<file path="src/hdl/ncfs_pkg.sv">
// Shared types, character codes and register indexes for the nested container
// field splitter. No dependencies; every other file imports this package.

package ncfs_pkg;

  // Container kind codes held on the stack
  typedef logic [1:0] kind_t;
  localparam kind_t KIND_QUOTE   = 2'd0;
  localparam kind_t KIND_BRACKET = 2'd1;
  localparam kind_t KIND_BRACE   = 2'd2;
  localparam kind_t KIND_NONE    = 2'd3;

  // Character codes
  localparam logic [7:0] CH_QUOTE     = 8'h22;
  localparam logic [7:0] CH_LBRACKET  = 8'h5B;
  localparam logic [7:0] CH_RBRACKET  = 8'h5D;
  localparam logic [7:0] CH_LBRACE    = 8'h7B;
  localparam logic [7:0] CH_RBRACE    = 8'h7D;
  localparam logic [7:0] CH_BACKSLASH = 8'h5C;

  // Configuration register indexes and reset values
  localparam logic CFG_DELIMITER  = 1'b0;
  localparam logic CFG_RESPECT    = 1'b1;
  localparam logic [7:0] DELIMITER_RST = 8'd44;
  localparam logic RESPECT_RST         = 1'b1;

  // Stack request from the control logic, applied on one step
  typedef struct packed {
    logic  push;
    logic  pop;
    logic  clear;
    kind_t kind;
  } stack_op_t;

  // Kind that a byte opens, or KIND_NONE
  function automatic kind_t open_kind(input logic [7:0] c);
    kind_t k;
    case (c)
      CH_QUOTE:    k = KIND_QUOTE;
      CH_LBRACKET: k = KIND_BRACKET;
      CH_LBRACE:   k = KIND_BRACE;
      default:     k = KIND_NONE;
    endcase
    return k;
  endfunction

  // Kind that a byte closes, or KIND_NONE
  function automatic kind_t close_kind(input logic [7:0] c);
    kind_t k;
    case (c)
      CH_QUOTE:    k = KIND_QUOTE;
      CH_RBRACKET: k = KIND_BRACKET;
      CH_RBRACE:   k = KIND_BRACE;
      default:     k = KIND_NONE;
    endcase
    return k;
  endfunction

endpackage

</file>
<file path="src/hdl/ncfs_stack.sv">
// Container kind stack: a top-of-stack register, a registered copy of the entry
// below it, and a memory for the deeper entries. Depends on ncfs_pkg.

module ncfs_stack #(
  parameter int MAX_NESTING = 8,
  localparam int DW = $clog2(MAX_NESTING + 1)
) (
  input  logic                clk,
  input  logic                rst_n,
  input  ncfs_pkg::stack_op_t op,
  output logic [DW-1:0]       depth,
  output ncfs_pkg::kind_t     top_kind
);
  import ncfs_pkg::*;

  localparam int AW = (MAX_NESTING > 1) ? $clog2(MAX_NESTING) : 1;

  logic [DW-1:0] depth_r, depth_nxt;
  kind_t         top_r;
  kind_t         below_r;
  kind_t         mem [MAX_NESTING];
  logic [AW-1:0] wr_addr;
  logic [AW-1:0] rd_addr;

  assign wr_addr  = AW'(depth_r - DW'(1));
  assign rd_addr  = AW'(depth_r - DW'(3));
  assign depth    = depth_r;
  assign top_kind = top_r;

  // Depth counter
  always_comb begin
    depth_nxt = depth_r;
    if (op.clear) begin
      depth_nxt = '0;
    end else if (op.push) begin
      depth_nxt = depth_r + DW'(1);
    end else if (op.pop) begin
      depth_nxt = depth_r - DW'(1);
    end
  end

  always_ff @(posedge clk) begin
    if (!rst_n) begin
      depth_r <= '0;
    end else begin
      depth_r <= depth_nxt;
    end
  end

  // Top entry: a push loads the new kind, a pop takes the entry below
  always_ff @(posedge clk) begin
    if (op.push) begin
      top_r <= op.kind;
    end else if (op.pop) begin
      top_r <= below_r;
    end
  end

  // Deeper entries: a push spills the old top, a pop prefetches the next one
  always_ff @(posedge clk) begin
    if (op.push) begin
      if (depth_r != '0) begin
        mem[wr_addr] <= top_r;
      end
      below_r <= top_r;
    end else if (op.pop && depth_r >= DW'(3)) begin
      below_r <= mem[rd_addr];
    end
  end

  // The depth never passes the stack size
  assert property (@(posedge clk) disable iff (!rst_n)
    depth_r <= DW'(MAX_NESTING))
    else $error("stack depth beyond capacity");

  // A clear empties the stack on the next cycle
  assert property (@(posedge clk) disable iff (!rst_n)
    op.clear |=> depth_r == '0)
    else $error("stack not empty after clear");

  // A pop is only requested on a nonempty stack
  assert property (@(posedge clk) disable iff (!rst_n)
    op.pop |-> depth_r != '0)
    else $error("pop on an empty stack");

endmodule

</file>
<file path="src/hdl/nested_container_field_splitter_unit.sv">
// Top level of the nested container field splitter: input register, split and
// nesting control, result register. Depends on ncfs_pkg and ncfs_stack.
//
//  Channel | Direction | Handshake          | Contents
//  in_     | slave     | tvalid/tready      | tdata = char_in, tlast = last_char
//  out_    | master    | tvalid/tready      | tdata = char_out, nest_level, nest_overflow;
//          |           |                    | tuser = keep, tlast = token_end
//  cfg_    | write     | cfg_we             | cfg_addr selects delimiter or mode
//
// One request per cycle is taken and one result per cycle is given while the output
// is not stalled; an accepted request passes the input register and then the result
// register before its result is valid.
// The stack top and the entry below it sit in registers, so each byte is decided
// by one short level of logic.
// Reset is synchronous and active low; it empties the stack and both registers.
// A stall on the output holds the result register and, behind it, the input
// register; the stack advances only when a byte moves into the result register.

module nested_container_field_splitter_unit #(
  parameter int MAX_NESTING = 8
) (
  input  logic        clk,
  input  logic        rst_n,
  // Input channel
  input  logic        in_tvalid,
  output logic        in_tready,
  input  logic [7:0]  in_tdata,   // [7:0] char_in
  input  logic        in_tlast,   // last_char
  // Result channel
  output logic        out_tvalid,
  input  logic        out_tready,
  output logic [15:0] out_tdata,  // [7:0] char_out, [11:8] nest_level, [12] nest_overflow
  output logic        out_tuser,  // [0] keep
  output logic        out_tlast,  // token_end
  // Configuration
  input  logic        cfg_we,
  input  logic        cfg_addr,
  input  logic [7:0]  cfg_wdata
);
  import ncfs_pkg::*;

  localparam int DW = $clog2(MAX_NESTING + 1);
  localparam int LW = (DW > 4) ? DW : 4;

  // Configuration registers
  logic [7:0] delimiter_r;
  logic       respect_r;

  // Input register
  logic       s1_valid_r, s1_valid_nxt;
  logic [7:0] s1_char_r;
  logic       s1_last_r;

  // Result register
  logic       out_valid_r, out_valid_nxt;
  logic [7:0] out_char_r;
  logic       out_keep_r;
  logic       out_tend_r;
  logic [3:0] out_level_r;
  logic       out_ovf_r;

  // Control state
  logic       prev_bs_r, prev_bs_nxt;

  logic          in_accept;
  logic          advance;
  logic [DW-1:0] depth;
  kind_t         top_kind;
  stack_op_t     op;
  kind_t         ok;
  kind_t         ck;
  logic          full;
  logic          want_push;
  logic          do_pop;
  logic          ovf;
  logic          keep;
  logic          tend;
  logic [DW-1:0] depth_after;
  logic [LW-1:0] depth_ext;
  logic [3:0]    level;

  // Configuration writes
  always_ff @(posedge clk) begin
    if (!rst_n) begin
      delimiter_r <= DELIMITER_RST;
      respect_r   <= RESPECT_RST;
    end else if (cfg_we) begin
      if (cfg_addr == CFG_DELIMITER) begin
        delimiter_r <= cfg_wdata;
      end
      if (cfg_addr == CFG_RESPECT) begin
        respect_r <= cfg_wdata[0];
      end
    end
  end

  // Handshake and pipeline movement
  assign advance   = s1_valid_r && (!out_valid_r || out_tready);
  assign in_tready = !s1_valid_r || advance;
  assign in_accept = in_tvalid && in_tready;

  always_comb begin
    s1_valid_nxt = s1_valid_r;
    if (in_accept) begin
      s1_valid_nxt = 1'b1;
    end else if (advance) begin
      s1_valid_nxt = 1'b0;
    end
    out_valid_nxt = out_valid_r;
    if (advance) begin
      out_valid_nxt = 1'b1;
    end else if (out_tready) begin
      out_valid_nxt = 1'b0;
    end
  end

  // Input register
  always_ff @(posedge clk) begin
    if (!rst_n) begin
      s1_valid_r <= 1'b0;
    end else begin
      s1_valid_r <= s1_valid_nxt;
    end
  end

  always_ff @(posedge clk) begin
    if (in_accept) begin
      s1_char_r <= in_tdata;
      s1_last_r <= in_tlast;
    end
  end

  // Split and nesting decision for the byte in the input register
  always_comb begin
    ok        = open_kind(s1_char_r);
    ck        = close_kind(s1_char_r);
    full      = (depth == DW'(MAX_NESTING));
    keep      = 1'b1;
    tend      = 1'b0;
    want_push = 1'b0;
    do_pop    = 1'b0;
    if (depth == '0) begin
      if (s1_char_r == delimiter_r) begin
        keep = 1'b0;
        tend = 1'b1;
      end else if (respect_r && ok != KIND_NONE && !prev_bs_r) begin
        want_push = 1'b1;
      end
    end else begin
      if (ck == top_kind && !prev_bs_r) begin
        do_pop = 1'b1;
      end else if (ok != KIND_NONE) begin
        want_push = 1'b1;
      end
    end
    ovf = want_push && full;
    if (s1_last_r) begin
      tend = 1'b1;
    end
    prev_bs_nxt = !s1_last_r && (s1_char_r == CH_BACKSLASH);
  end

  // Depth seen by the result, before the clear on the final byte
  always_comb begin
    depth_after = depth;
    if (want_push && !full) begin
      depth_after = depth + DW'(1);
    end else if (do_pop) begin
      depth_after = depth - DW'(1);
    end
    depth_ext = LW'(depth_after);
    level     = (depth_ext > LW'(15)) ? 4'hF : depth_ext[3:0];
  end

  // Stack requests, applied only when the byte moves on
  always_comb begin
    op.push  = advance && want_push && !full;
    op.pop   = advance && do_pop;
    op.clear = advance && s1_last_r;
    op.kind  = ok;
  end

  ncfs_stack #(
    .MAX_NESTING(MAX_NESTING)
  ) u_stack (
    .clk      (clk),
    .rst_n    (rst_n),
    .op       (op),
    .depth    (depth),
    .top_kind (top_kind)
  );

  // Escape flag
  always_ff @(posedge clk) begin
    if (!rst_n) begin
      prev_bs_r <= 1'b0;
    end else if (advance) begin
      prev_bs_r <= prev_bs_nxt;
    end
  end

  // Result register
  always_ff @(posedge clk) begin
    if (!rst_n) begin
      out_valid_r <= 1'b0;
    end else begin
      out_valid_r <= out_valid_nxt;
    end
  end

  always_ff @(posedge clk) begin
    if (advance) begin
      out_char_r  <= s1_char_r;
      out_keep_r  <= keep;
      out_tend_r  <= tend;
      out_level_r <= level;
      out_ovf_r   <= ovf;
    end
  end

  assign out_tvalid = out_valid_r;
  assign out_tdata  = {3'b000, out_ovf_r, out_level_r, out_char_r};
  assign out_tuser  = out_keep_r;
  assign out_tlast  = out_tend_r;

  // A dropped byte always ends a token
  assert property (@(posedge clk) disable iff (!rst_n)
    (out_valid_r && !out_keep_r) |-> out_tend_r)
    else $error("delimiter without token end");

  // The final byte leaves no escape pending and an empty stack
  assert property (@(posedge clk) disable iff (!rst_n)
    (advance && s1_last_r) |=> !prev_bs_r && depth == '0)
    else $error("state not cleared after final byte");

  // An overflow only happens on a full stack, and the depth stays there unless the byte is the final one
  assert property (@(posedge clk) disable iff (!rst_n)
    (advance && ovf) |=> $stable(depth) || $past(s1_last_r))
    else $error("depth moved on an overflowed push");

endmodule
</file>
<file path="config.mk">
export PLATFORM = sky130hd
export DESIGN_NAME = nested_container_field_splitter_unit
export DESIGN_NICKNAME = d
export VERILOG_FILES = /design/src/hdl/ncfs_pkg.sv /design/src/hdl/ncfs_stack.sv /design/src/hdl/nested_container_field_splitter_unit.sv
export SDC_FILE = /design/constraint.sdc
export NUM_CORES = 1
export LEC_CHECK = 0
export BUFFER_PORTS_ARGS = -buffer_cell sky130_fd_sc_hd__buf_2
export CAP_MARGIN = 20
export CORE_AREA = 2 2 100 102
export DETAILED_ROUTE_END_ITERATION = 7
export DIE_AREA = 0 0 102 104
export GPL_ROUTABILITY_DRIVEN = 0
export GPL_TIMING_DRIVEN = 0
export SYNTH_ARGS = -nofsm -noshare
export SYNTH_HDL_FRONTEND = slang
export SYNTH_SLANG_ARGS = --single-unit
</file>
<file path="constraint.sdc">
create_clock -name clk -period 4.15 [get_ports clk]
set_input_delay 0.6225 -clock clk [delete_from_list [all_inputs] [get_ports clk]]
set_output_delay 0.6225 -clock clk [all_outputs]
set_load 0.05 [all_outputs]
</file>
After elaboration in Yosys (flattened, before gate mapping)
Memory sizes are Yosys's and may differ from the RTL's.
Index checks and enable logic that the tools add are counted.
{"block": "word_totals", "reg_bits": 44, "ram_bits": 16, "inputBits": 23, "out_inout_bits": 20, "word_cells": 89, "n_memories": 1}
{"name": "u_stack.mem", "depth": 8, "width": 2, "rd": 1, "rd_clocked_by_memory_dff": 0, "wr": 1, "line_no": "ncfs_stack.sv:21", "source": "kind_t mem [MAX_NESTING];"}
{"block": "classes", "add_sub_neg": 3, "magnitude_cmp": 2, "n_eq_ne": 10, "muxes": 27, "n_bitwise": 2, "n_reduce_logical": 29}
{"cell": "$eq A8 B7 Y1 const B", "n": 5}
{"cell": "$mux W1", "n": 17}
{"cell": "$mux W4", "n": 4}
{"cell": "$logic_and A1 B1 Y1", "n": 13}
{"cell": "$pmux W2 S3", "n": 2}
{"cell": "$eq A8 B6 Y1 const B", "n": 1}
{"cell": "$eq A8 B8 Y1", "n": 1}
{"cell": "$mux W2", "n": 4}
{"cell": "$reduce_bool A2 Y1", "n": 4}
{"cell": "$logic_not A1 Y1", "n": 5}
{"cell": "$add A4 B1 Y4 const B", "n": 1}
{"cell": "$eq A4 B4 Y1 const B", "n": 1}
{"cell": "$ge A4 B2 Y1 const B", "n": 1}
{"cell": "$gt A4 B4 Y1 const B", "n": 1}
{"cell": "$logic_not A4 Y1", "n": 1}
{"cell": "$reduce_and A2 Y1", "n": 2}
{"cell": "$reduce_bool A4 Y1", "n": 1}
{"cell": "$sub A4 B1 Y4 const B", "n": 1}
{"cell": "$sub A3 B2 Y3 const B", "n": 1}
{"cell": "$eq A2 B2 Y1", "n": 1}
{"cell": "$logic_or A1 B1 Y1", "n": 2}
{"cell": "$ne A2 B2 Y1 const B", "n": 1}
{"cell": "$not A1 Y1", "n": 2}
{"cell": "$reduce_or A2 Y1", "n": 1}

Depth between registers and ports, before layout
Gate-level depths: netlist (run 1).
{"block": "logic_depth", "word_depth": 12, "mapped_depth": 13}

Hierarchy
Synthesis (run 1) repeated with hierarchy kept, for this count alone.
{"block": "hier_totals", "cells_unflattened": 241, "area_unflattened_um2": 2855.2}
{"module": "nested_container_field_splitter_unit", "instances": 1, "cells_per_inst": 153, "area_each_um2": 1719.1, "seq_area_each_um2": 960.9}
{"module": "ncfs_stack", "instances": 1, "cells_per_inst": 88, "area_each_um2": 1136.1, "seq_area_each_um2": 680.7}

Least setup slack after synthesis (run 1)
No wires, ideal clock.
{"block": "synth_timing", "path_kind": "register -> register", "from": "reg u_stack.depth_r[0] (netlist: u_stack.depth[0])", "to": "mem u_stack.mem[3][0] in the netlist's numbering (enable)", "setup_ns": 0.349, "arrival_ns": 2.849, "slack_ns": 0.952, "stages_incl_launch_ff": 13, "path_buffers": 4, "period_less_slack_ns": 3.198, "path_cell_list": "dfxtp_1 > clkbuf_1 > buf_1 > inv_1 > ha_1 > inv_1 > nor3_1 > a221oi_1 > and2_0 > clkbuf_1 > nand4_1 > buf_4 > nor4_1"}
{"block": "synth_via", "elab_chain_len": 6, "elab_cells_between_ends": 11, "cone_classes": "1 x add/sub; 1 x eq/ne; 4 x mux; 5 x reduce/logical"}
{"element": "start: declaration", "line_no": "ncfs_stack.sv:18", "source": "logic [DW-1:0] depth_r, depth_nxt;"}
{"element": "start signal: assignment", "line_no": "ncfs_stack.sv:46", "source": "depth_r <= depth_nxt;"}
{"element": "$logic_not A4 Y1", "line_no": "nested_container_field_splitter_unit.sv:142", "source": "if (depth == '0) begin"}
{"element": "$mux W1", "line_no": "nested_container_field_splitter_unit.sv:142"}
{"element": "$logic_and A1 B1 Y1 (2 in series)", "line_no": "nested_container_field_splitter_unit.sv:177", "source": "op.push = advance && want_push && !full;"}
{"element": "$mux W1", "line_no": "ncfs_stack.sv:61", "source": "if (op.push) begin"}
{"element": "$mux W1 (not written as such)", "line_no": "ncfs_stack.sv:63", "source": "mem[wr_addr] <= top_r;"}
{"element": "end: declaration", "line_no": "ncfs_stack.sv:21"}
Parallel ways exist; a longest one is shown, timed or not.

Worst setup path after layout (run 1)
{"block": "layout_timing", "from": "reg u_stack.depth_r[0] (netlist: u_stack.depth[0])", "to": "mem u_stack.mem[7][1] in the netlist's numbering (enable)"}
Same word-level chain as after synthesis.

==> flow_summary.toml, run 1 <==
[floorplanning]
fp.dieW_um = 102
core-area_um2 = 9550
start_util = 0.293
dieArea_um2 = 10600
rows = 36
dieHeight_um = 104
ios = 43

[cells_and_area]
layout_common_cells = "edfxtp_1 (44), buf_2 (42), nand2_1 (29)"
final_common_cell = "edfxtp_1"
diodes = 0
multiInputGateArea_um2 = 1050
nets = 320
post_route_cells_drive_above_1_share = 0.253
areaGrowthSynthToFinish_pct = 20.4
fillers = 1013
regArea_um2 = 1640
final_area_um2 = 3370

[worst_hold_path]
min-delay-path-class = "in2reg"
hold_path.startpoint = "in_tdata[4]"
hold-path-cell-count = 1

[setup_path]
worst_r2r_path_depth = 12
critical_path_class = "reg2reg"
cp_top_family = "buffers and inverters"
endpoint_kind = "flip-flop"
required_ps = 4140
cp_num_cells = 12
rr_startpoint = "u_stack.depth[0]"
crit_chain = "clkbuf_2 > clkbuf_2 > inv_1 > ha_1 > inv_1 > nor3_1 > a221oi_1 > and2_0 > clkbuf_1 > nand4_1 > buf_4 > nor4_1"
cp_slowest_cell = "a221oi_1"
cp_data_arrival_time_ps = 3680
startpoint = "u_stack.depth[0]"
start_kind = "flip-flop"
cp_num_buf_inv = 6
cp_slowest_stage_delay_ps = 500
cp_max_fo = 10

[logic_synthesis]
synth_compound_area_frac = 0.0849
synth_seq_area_share = 0.586
synth_fa_ha_area_frac = 0.00893
synth.avg_cell_area_um2 = 11.5
synth_top_area_cell = "edfxtp_1"
ys.flop_type = "edfxtp_1"
synthCells = 243
synth_enable_flop_cells = 44
synth-xor-area-share = 0.0406
yosys.area_share.simple = 0.188
synth_warnings = 0
synthArstFlopShare = 0
ys_seq_elements = 60
synthMuxAreaShare = 0.0482
synth_area_leaders = "edfxtp_1 (47%), dfxtp_1 (11%), nand2_1 (3.9%)"
synth_area_um2 = 2800
synth_top_area_frac = 0.472
synth.distinct_cells = 52
synth_top_family_by_area = "simple AND/OR/NAND/NOR gates"

[drt]
wl_met1_um = 2860
wl_met2_um = 2620
detail_route.iter0.violations = 94
wl_met3_um = 228
dr.pass1.iters = 6
drc = 0
vias = 1983
highest_layer = "met4"
viasPerCell = 4.58
antenna_left = 0
routed_wl_um = 5740
wire_per_inst_um = 13.3

[global_route]
grt_overflow_total = 0
grt_pass1_wl_um = 9780
track_usage = 0.118
grt_pass1_vias = 1976
antenna_found_initial = 0
grt_max_degree = 23

[status]
outcome = "complete, no violations"

[power_and_ir_drop]
p_per_area_nw_per_um2 = 382
leakagePower_uw = 0.00121
ir_worst_vdd_uv = 171

[cts]
cts_tree = "yes"
post_cts_buffers = 0
cts.clk_slew.worst_paths_ps = 80
ctsLongestPathBuffers = 2
clkLatencyLatePin_ps = 340
cts_root_buffer = "clkbuf_8"
clock-sinks = 60
htree_levels = 3
cts_buffers = 9
cts_hold_repair.buffers = 0

[sta]
worst_slew_margin_rel = 0.500
fin_skew_ps = 10.9
finalCritPeriodShare = 0.890
clock.fmax_ghz = 0.271
fin_ws_ps = 456
period_minus_slack_ps = 3690
fin_tns_setup_ps = 0
rsz0062_at_grt = "false"
slew_violations = 0
worst_slew_pin_slew_ps = 745
hold_viol_final = 0
setup_viol = 0

[place]
dpl.hpwl_um = 4190
pre_cts_slack_ps = 196
place_area_um2 = 3170
portBuffers = 39

[job]
max-cap-violations = 0
[timing repair]
action,in CTS,in global routing
endpoints found under the hold margin,0,0
setup endpoints to repair,0,16
resized for setup,0,3
[cells in the mapped netlist (all sizes together) (2+ instances only)]
library cell	instances
and3	2
nor4	7
nand4	8
xor2	9
a21oi	8
o21a	2
buf	9
nand3	9
o21ai	6
edfxtp	44
xnor2	4
ha	2
a21boi	7
dfxtp	16
a2111oi	2
mux2i	3
nor4b	2
mux4	4
clkbuf	8
and2	2
or2	3
or3	3
nor2b	4
nand2b	6
nand2	29
nor3	9
a31oi	3
nor2	10
inv	7
[registers in the layout (all words and copies together) (netlist names)]
name	count
out_tuser	1
out_char_r	8
s1_valid_r	1
s1_last_r	1
out_tlast	1
u_stack.depth	4
u_stack.mem	16
out_level_r	4
prev_bs_r	1
u_stack.top_kind	2
u_stack.below_r	2
delimiter_r	8
out_tvalid	1
respect_r	1
s1_char_r	8
out_ovf_r	1
[through the flow]
step | util | total power [uW] | std cells | hold WS [ps]
after global placement | 0.332 | 773 | 417 | 473
after global routing | 0.353 | 1350 | 433 | 428
after floorplan | - | 745 | 245 | 439
final | 0.353 | 1290 | 433 | 451
after CTS | 0.353 | 1310 | 433 | 438
after detailed placement | 0.332 | 775 | 417 | 474
[final timing paths]
path / end / slack [ps]
setup / recovery: u_stack.mem[7][1] / 460
hold / removal: s1_char_r[4] / 450
setup reg to reg: u_stack.mem[7][1] / 460
hold reg to reg: delimiter_r[2] / 480
[per-layer routing]
layer,vias to the layer above,global-route usage
met3,5,0.0390
met4,0,0.0352
met1,942,0.166
met5,-,0
li1,990,-
met2,46,0.174
[kinds of logic (layout without fill, tap and decap cells)]
group / Yosys count / after routing
and+or+nand+nor: 99 / 99
DFF: 60 / 60
AOI/OAI and AO/OA: 35 / 35
buffers and inverters: 25 / 80
xor gates and xnor gates: 13 / 13
muxes: 8 / 8
adders and majority gates: 2 / 2
other: 1 / 3
[power breakdown]
group | leakage (uW) | switching, uW | total, uW | internal, uW
registers | 0.000537 | 14.2 | 672 | 658
clock network | 0.0000958 | 248 | 527 | 280
logic | 0.000580 | 58.6 | 87.9 | 29.3
[area by class of cell]
cell class              count  area share
repair buffers             39      0.0579
plain buffers              17      0.0263
inverters                   8     0.00890
clock inverters             7      0.0226
well taps                 133      0.0493
multi-input cells         160       0.312
clock buffers               9      0.0367
flip-flops and latches     60       0.487
No activity file was read; power rests on OpenSTA's default activity.
==> run 2, diff against run 1 <==
--- a/config.mk
+++ b/config.mk
@@ -5,11 +5,12 @@
 export SDC_FILE = /design/constraint.sdc
 export NUM_CORES = 1
 export LEC_CHECK = 0
+export ABC_AREA = 1
 export BUFFER_PORTS_ARGS = -buffer_cell sky130_fd_sc_hd__buf_2
 export CAP_MARGIN = 20
-export CORE_AREA = 2 2 100 102
+export CORE_AREA = 2 2 98 100
 export DETAILED_ROUTE_END_ITERATION = 7
-export DIE_AREA = 0 0 102 104
+export DIE_AREA = 0 0 100 102
 export GPL_ROUTABILITY_DRIVEN = 0
 export GPL_TIMING_DRIVEN = 0
 export SYNTH_ARGS = -nofsm -noshare
==> run 2 against run 1 <==
Effect of this change:
- synthesized cell count increased by 21%
- synthesized area increased by 2.9%
- sequential power about the same
- first-iteration DRC count decreased by 16%
- setup slack improved by 1100 ps
- critical endpoint is now u_stack.mem[3][0]
==> flow_summary.toml, run 2 <==
[logic_synthesis]
synth_top_area_cell = "edfxtp_1"
synth.avg_cell_area_um2 = 9.81
synth-xor-area-share = 0.0213
synth_seq_area_share = 0.569
synth_fa_ha_area_frac = 0.00868
synthArstFlopShare = 0
yosys.area_share.simple = 0.237
synthMuxAreaShare = 0
synth_enable_flop_cells = 44
yosysMostFrequentCell = "nand2_1"
synth_compound_area_frac = 0.0924
synth_area_leaders = "edfxtp_1 (46%), dfxtp_1 (11%), nand2_1 (7.3%)"
synthCells = 294
synth_top_family_by_area = "simple AND/OR/NAND/NOR gates"
ys_seq_elements = 60
yosys-top-cells-count = "nand2_1 (56), edfxtp_1 (44), inv_1 (31)"
synth_area_um2 = 2880
synth.distinct_cells = 37
synth_top_area_frac = 0.458
ys.flop_type = "edfxtp_1"
synth_warnings = 0

[cts]
cts_hold_repair.buffers = 0
cts_buffers = 9
cts_resized = 0
cts.clk_slew.worst_paths_ps = 70
ctsLongestPathBuffers = 2
cts_root_buffer = "clkbuf_8"
post_cts_buffers = 0
clock-sinks = 60
cts_tree = "yes"
htree_levels = 3
clkLatencyLatePin_ps = 350

[status]
outcome = "complete, no violations"

[drt]
antenna_left = 0
detail_route.iter0.violations = 79
viasPerCell = 4.52
vias = 2089
dr.pass1.iters = 4
wire_per_inst_um = 12.4
drc = 0
routed_wl_um = 5750

[place]
portBuffers = 39
dpl.hpwl_um = 4310

[job]
max-cap-violations = 0

[sta]
fin_tns_setup_ps = 0
worst_slew_pin_slew_ps = 765
rsz0062_at_grt = "false"
fin_skew_ps = 7.41
worst_slew_margin_rel = 0.489
finalCritPeriodShare = 0.614
clock.fmax_ghz = 0.392
setup_viol = 0
slew_violations = 0
period_minus_slack_ps = 2550
hold_viol_final = 0

[global_route]
grt_pass1_vias = 2051
grt_overflow_total = 0
antenna_found_initial = 0
grt_pass1_wl_um = 9760
track_usage = 0.127
grt_max_degree = 20

[floorplanning]
dieHeight_um = 102
dieArea_um2 = 10200
core-area_um2 = 9110
fp.dieW_um = 100
ios = 43
start_util = 0.316
rows = 35

[cells_and_area]
areaGrowthSynthToFinish_pct = 20.0
layout_common_cells = "nand2_1 (56), edfxtp_1 (44), buf_2 (40)"
diodes = 0
final_common_cell = "nand2_1"
post_route_cells_drive_above_1_share = 0.276
nets = 371
largest_register_ff_count = 16
max_flop_register = "u_stack.mem"

[power_and_ir_drop]
p_total_uw = 1380
p_per_area_nw_per_um2 = 400
ir_worst_vdd_uv = 144
leakagePower_uw = 0.00149

[setup_path]
critical_path_class = "reg2reg"
cp_data_arrival_time_ps = 2570
worst_r2r_path_depth = 14
required_ps = 4170
endpoint_kind = "flip-flop"
start_kind = "flip-flop"
cp_max_fo = 10

[worst_hold_path]
min-delay-path-class = "in2reg"
hold-path-cell-count = 1
[run 2: area by class of cell]
cell class,instances,area [um^2]
clock inverters,4,70.1
flip-flops and latches,60,1640
fillers,947,5650
clock buffers,12,165
plain buffers,10,61.3
inverters,37,139
multi-input cells,189,1050
repair buffers,39,195
well taps,111,139
[run 2: final timing paths]
check,start,to,slack (ps)
worst max-delay path,u_stack.depth[0],u_stack.mem[3][0],1600
worst min-delay path,in_tdata[4],s1_char_r[4],450
worst max register to register,u_stack.depth[0],u_stack.mem[3][0],1600
worst min register to register,delimiter_r[7],delimiter_r[7],470
[run 2: through the flow]
step                      std cells  hold WS [ps]  worst slack (ps)  area [um^2]   util
after floorplan                 296           444              1990         2890      -
after global placement          446           458              1550         3220  0.354
after detailed placement        446           461              1510         3220  0.354
after CTS                       462           430              1580         3460  0.380
after global routing            462           437              1350         3460  0.380
final                           462           451              1600         3460  0.380
[run 2: routing by layer]
metal	track usage	vias to the layer above	part of all wire
li1	-	1079	-
met1	0.168	945	0.49
met2	0.188	52	0.43
met3	0.0294	13	0.048
met4	0.0832	0	0.032
met5	0	-	0
[run 2: kinds of logic (layout without fill, tap and decap cells)]
family                     count (synthesis)  count (layout)
and+or+nand+nor                          132             132
DFF                                       60              60
buffers and inverters                     47             102
AOI/OAI and AO/OA                         45              45
xor gates and xnor gates                   7               7
adders and majority gates                  2               2
other                                      1               3
[run 2: critical path: stages (launching register included)]
cell and delay (ps):
dfxtp_1 410, inv_1 110, buf_2 190, ha_1 250, nand2_4 100, nor2_4 50, nand2_2 60, nor2_2 40
nand3_2 90, nand3_2 140, inv_2 130, nand4_4 120, inv_2 120, nand3_2 120, nor3_1 280
[run 2: report_power, final]
part | leakage (uW) | switching, uW | internal [uW]
Combinational | 0.000829 | 71.5 | 30.2
Sequential | 0.000538 | 12.8 | 661
Clock | 0.000122 | 223 | 385
==> run 3, diff against run 2 <==
--- a/config.mk
+++ b/config.mk
@@ -5,12 +5,12 @@
 export SDC_FILE = /design/constraint.sdc
 export NUM_CORES = 1
 export LEC_CHECK = 0
-export ABC_AREA = 1
+export ABC_AREA = 0
 export BUFFER_PORTS_ARGS = -buffer_cell sky130_fd_sc_hd__buf_2
 export CAP_MARGIN = 20
-export CORE_AREA = 2 2 98 100
+export CORE_AREA = 2 2 97 99
 export DETAILED_ROUTE_END_ITERATION = 7
-export DIE_AREA = 0 0 100 102
+export DIE_AREA = 0 0 99 101
 export GPL_ROUTABILITY_DRIVEN = 0
 export GPL_TIMING_DRIVEN = 0
 export SYNTH_ARGS = -nofsm -noshare
==> constraint.sdc (replaced) <==
create_clock -name clk -period 2.1 [get_ports clk]
set_input_delay 0.315 -clock clk [delete_from_list [all_inputs] [get_ports clk]]
set_output_delay 0.315 -clock clk [all_outputs]
set_load 0.05 [all_outputs]
==> run 3 against run 2 <==
Effect of this change:
- the flow now finishes with violations (negative setup slack)
- sequential power grew 96%
- largest power group unchanged
- flip-flop and latch count unchanged
- clock skew up 3.1 ps
- final area up 14%
- hold slack worse by 320 ps
- maximum frequency down 6.5%
- critical path depth is 5 lower
- critical endpoint is now u_stack.top_kind[0]
- routed wire length up 9.6%
- register-to-register slack got worse by 2200 ps
- global-route usage up 0.69 points
- cell count decreased by 4.3%
- first-iteration DRC count up 34%
==> flow_summary.toml, run 3 (synthesis gave the netlist of run 1 again) <==
[cts]
clock-sinks = 60
cts_buffers = 9
ctsLongestPathBuffers = 2
htree_levels = 3
cts_root_buffer = "clkbuf_8"
cts.clk_slew.worst_paths_ps = 70
clkLatencyLatePin_ps = 350
cts_tree = "yes"

[status]
outcome = "complete, but fails checks"
violations = "negative setup slack"

[global_route]
grt_overflow_total = 0
grt_pass1_wl_um = 10200
grt_max_degree = 23
antenna_found_initial = 0
track_usage = 0.134
grt_pass1_vias = 2125

[setup_path]
critical_path_class = "reg2reg"
cp_max_fo = 5
timing.rr.end = "u_stack.top_kind[0]"
required_ps = 2200
endpoint_kind = "flip-flop"
cp_data_arrival_time_ps = 2830
rrSetupSlack_ps = -630
worst_r2r_path_depth = 9
rr_startpoint = "s1_char_r[1]"
start_kind = "flip-flop"

[worst_hold_path]
min-delay-path-class = "in2reg"
hold_path.startpoint = "in_tdata[2]"
hold_end = "s1_char_r[2]"
hold-path-cell-count = 1

[sta]
hold_viol_final = 0
fin_ws_ps = -625
worst_slew_margin_rel = 0.447
setup_viol = 33
finalCritPeriodShare = 1.30
worst_slew_pin_slew_ps = 830
fin_skew_ps = 10.5
rsz0062_at_grt = "true"
clock.fmax_ghz = 0.367
period_minus_slack_ps = 2730
slew_violations = 0
fin_tns_setup_ps = -16960

[cells_and_area]
fin_util = 0.440
nets = 351
diodes = 0
areaGrowthSynthToFinish_pct = 41.0
post_route_cells_drive_above_1_share = 0.441
max_flop_register = "u_stack.mem"
regArea_um2 = 1640
fillers = 842
largest_register_ff_count = 16
multiInputGateArea_um2 = 1310
final_cells = 442
final_common_cell = "edfxtp_1"
layout_common_cells = "edfxtp_1 (44), buf_2 (40), buf_4 (33)"

[power_and_ir_drop]
p_per_area_nw_per_um2 = 712
ir_worst_vdd_uv = 316
p_total_uw = 2810
leakagePower_uw = 0.00144

[drt]
routed_wl_um = 6300
viasPerCell = 4.76
dr.pass1.iters = 4
vias = 2105
antenna_left = 0
drc = 0
wire_per_inst_um = 14.3
detail_route.iter0.violations = 106

[place]
dpl.hpwl_um = 4150
pre_cts_slack_ps = -870
portBuffers = 39
placedCellCount = 395

[floorplanning]
dieHeight_um = 101
start_util = 0.312
rows = 35
core-area_um2 = 8980
dieArea_um2 = 10000
ios = 43
fp.dieW_um = 99

[job]
max-cap-violations = 0
[run 3: cell count changes in the layout (fill, tap and decap cells not counted), sizes merged, moves of 11 or more]
| cell | change |
|---|---|
| inv | -29 |
| buf | +34 |
| nand2 | -38 |
| o21ai | -17 |
| nor2 | -24 |
| nand3 | -11 |
[run 3: worst max-delay path by stage]
| stage | slack [ps] | startpoint | cells past startpoint | to |
|---|---|---|---|---|
| 3_3_place_gp | -860 | u_stack.depth[0] | 12 | u_stack.mem[0][0] |
| 3_5_place_dp | -870 | u_stack.depth[0] | 12 | u_stack.mem[0][0] |
| 6_report | -630 | s1_char_r[1] | 9 | u_stack.top_kind[0] |
| 5_1_grt | -700 | s1_char_r[1] | 9 | u_stack.below_r[1] |
| 4_1_cts | -620 | s1_char_r[1] | 9 | u_stack.top_kind[0] |
| 2_1_floorplan | -520 | u_stack.depth[0] | 12 | u_stack.mem[6][0] |
[run 3: area by class of cell]
cell class / instances / area share
flip-flops and latches: 60 / 0.416
multi-input cells: 160 / 0.332
repair buffers: 71 / 0.113
well taps: 111 / 0.0351
plain buffers: 16 / 0.0317
clock buffers: 9 / 0.0313
clock inverters: 7 / 0.0313
inverters: 8 / 0.00950
[run 3: repair_timing]
item | CTS | global route
buffers inserted | 27 | 4
hold buffers | 0 | 0
pin swaps | 18 | 16
hold endpoints to repair | 0 | 0
resized for setup | 28 | 17
cloned | 1 | 0
setup endpoints to repair | 33 | 33
[run 3: power breakdown]
part | leakage, uW | total, uW | switching [uW] | internal [uW]
clock | 0.000120 | 1270 | 480 | 795
sequential | 0.000538 | 1320 | 21.4 | 1300
combinational | 0.000779 | 215 | 135 | 79.7
[run 3: routing by layer]
| metal | vias to the layer above | GRT usage | wire (um) |
|---|---|---|---|
| li1 | 1057 | - | - |
| met1 | 988 | 0.159 | 2650 |
| met2 | 46 | 0.217 | 3220 |
| met3 | 14 | 0.0409 | 280 |
| met4 | 0 | 0.0738 | 148 |
| met5 | - | 0 | 0 |
[run 3: critical path: stages, from the launching register on]
cell and delay, ps:
edfxtp_1 410, or4b_4 580, or3_4 350, a2111oi_4 340, nor2_2 100, buf_6 140, nand4_1 190, buf_4 190
a211oi_2 30, a21o_1 150
[run 3: per-stage QoR]
step                      hold WS (ps)  cell area (um^2)
after global placement             467              3290
after CTS                          116              3860
after detailed placement           472              3290
final                              135              3950
after global routing               114              3950
after floorplan                    414              2960
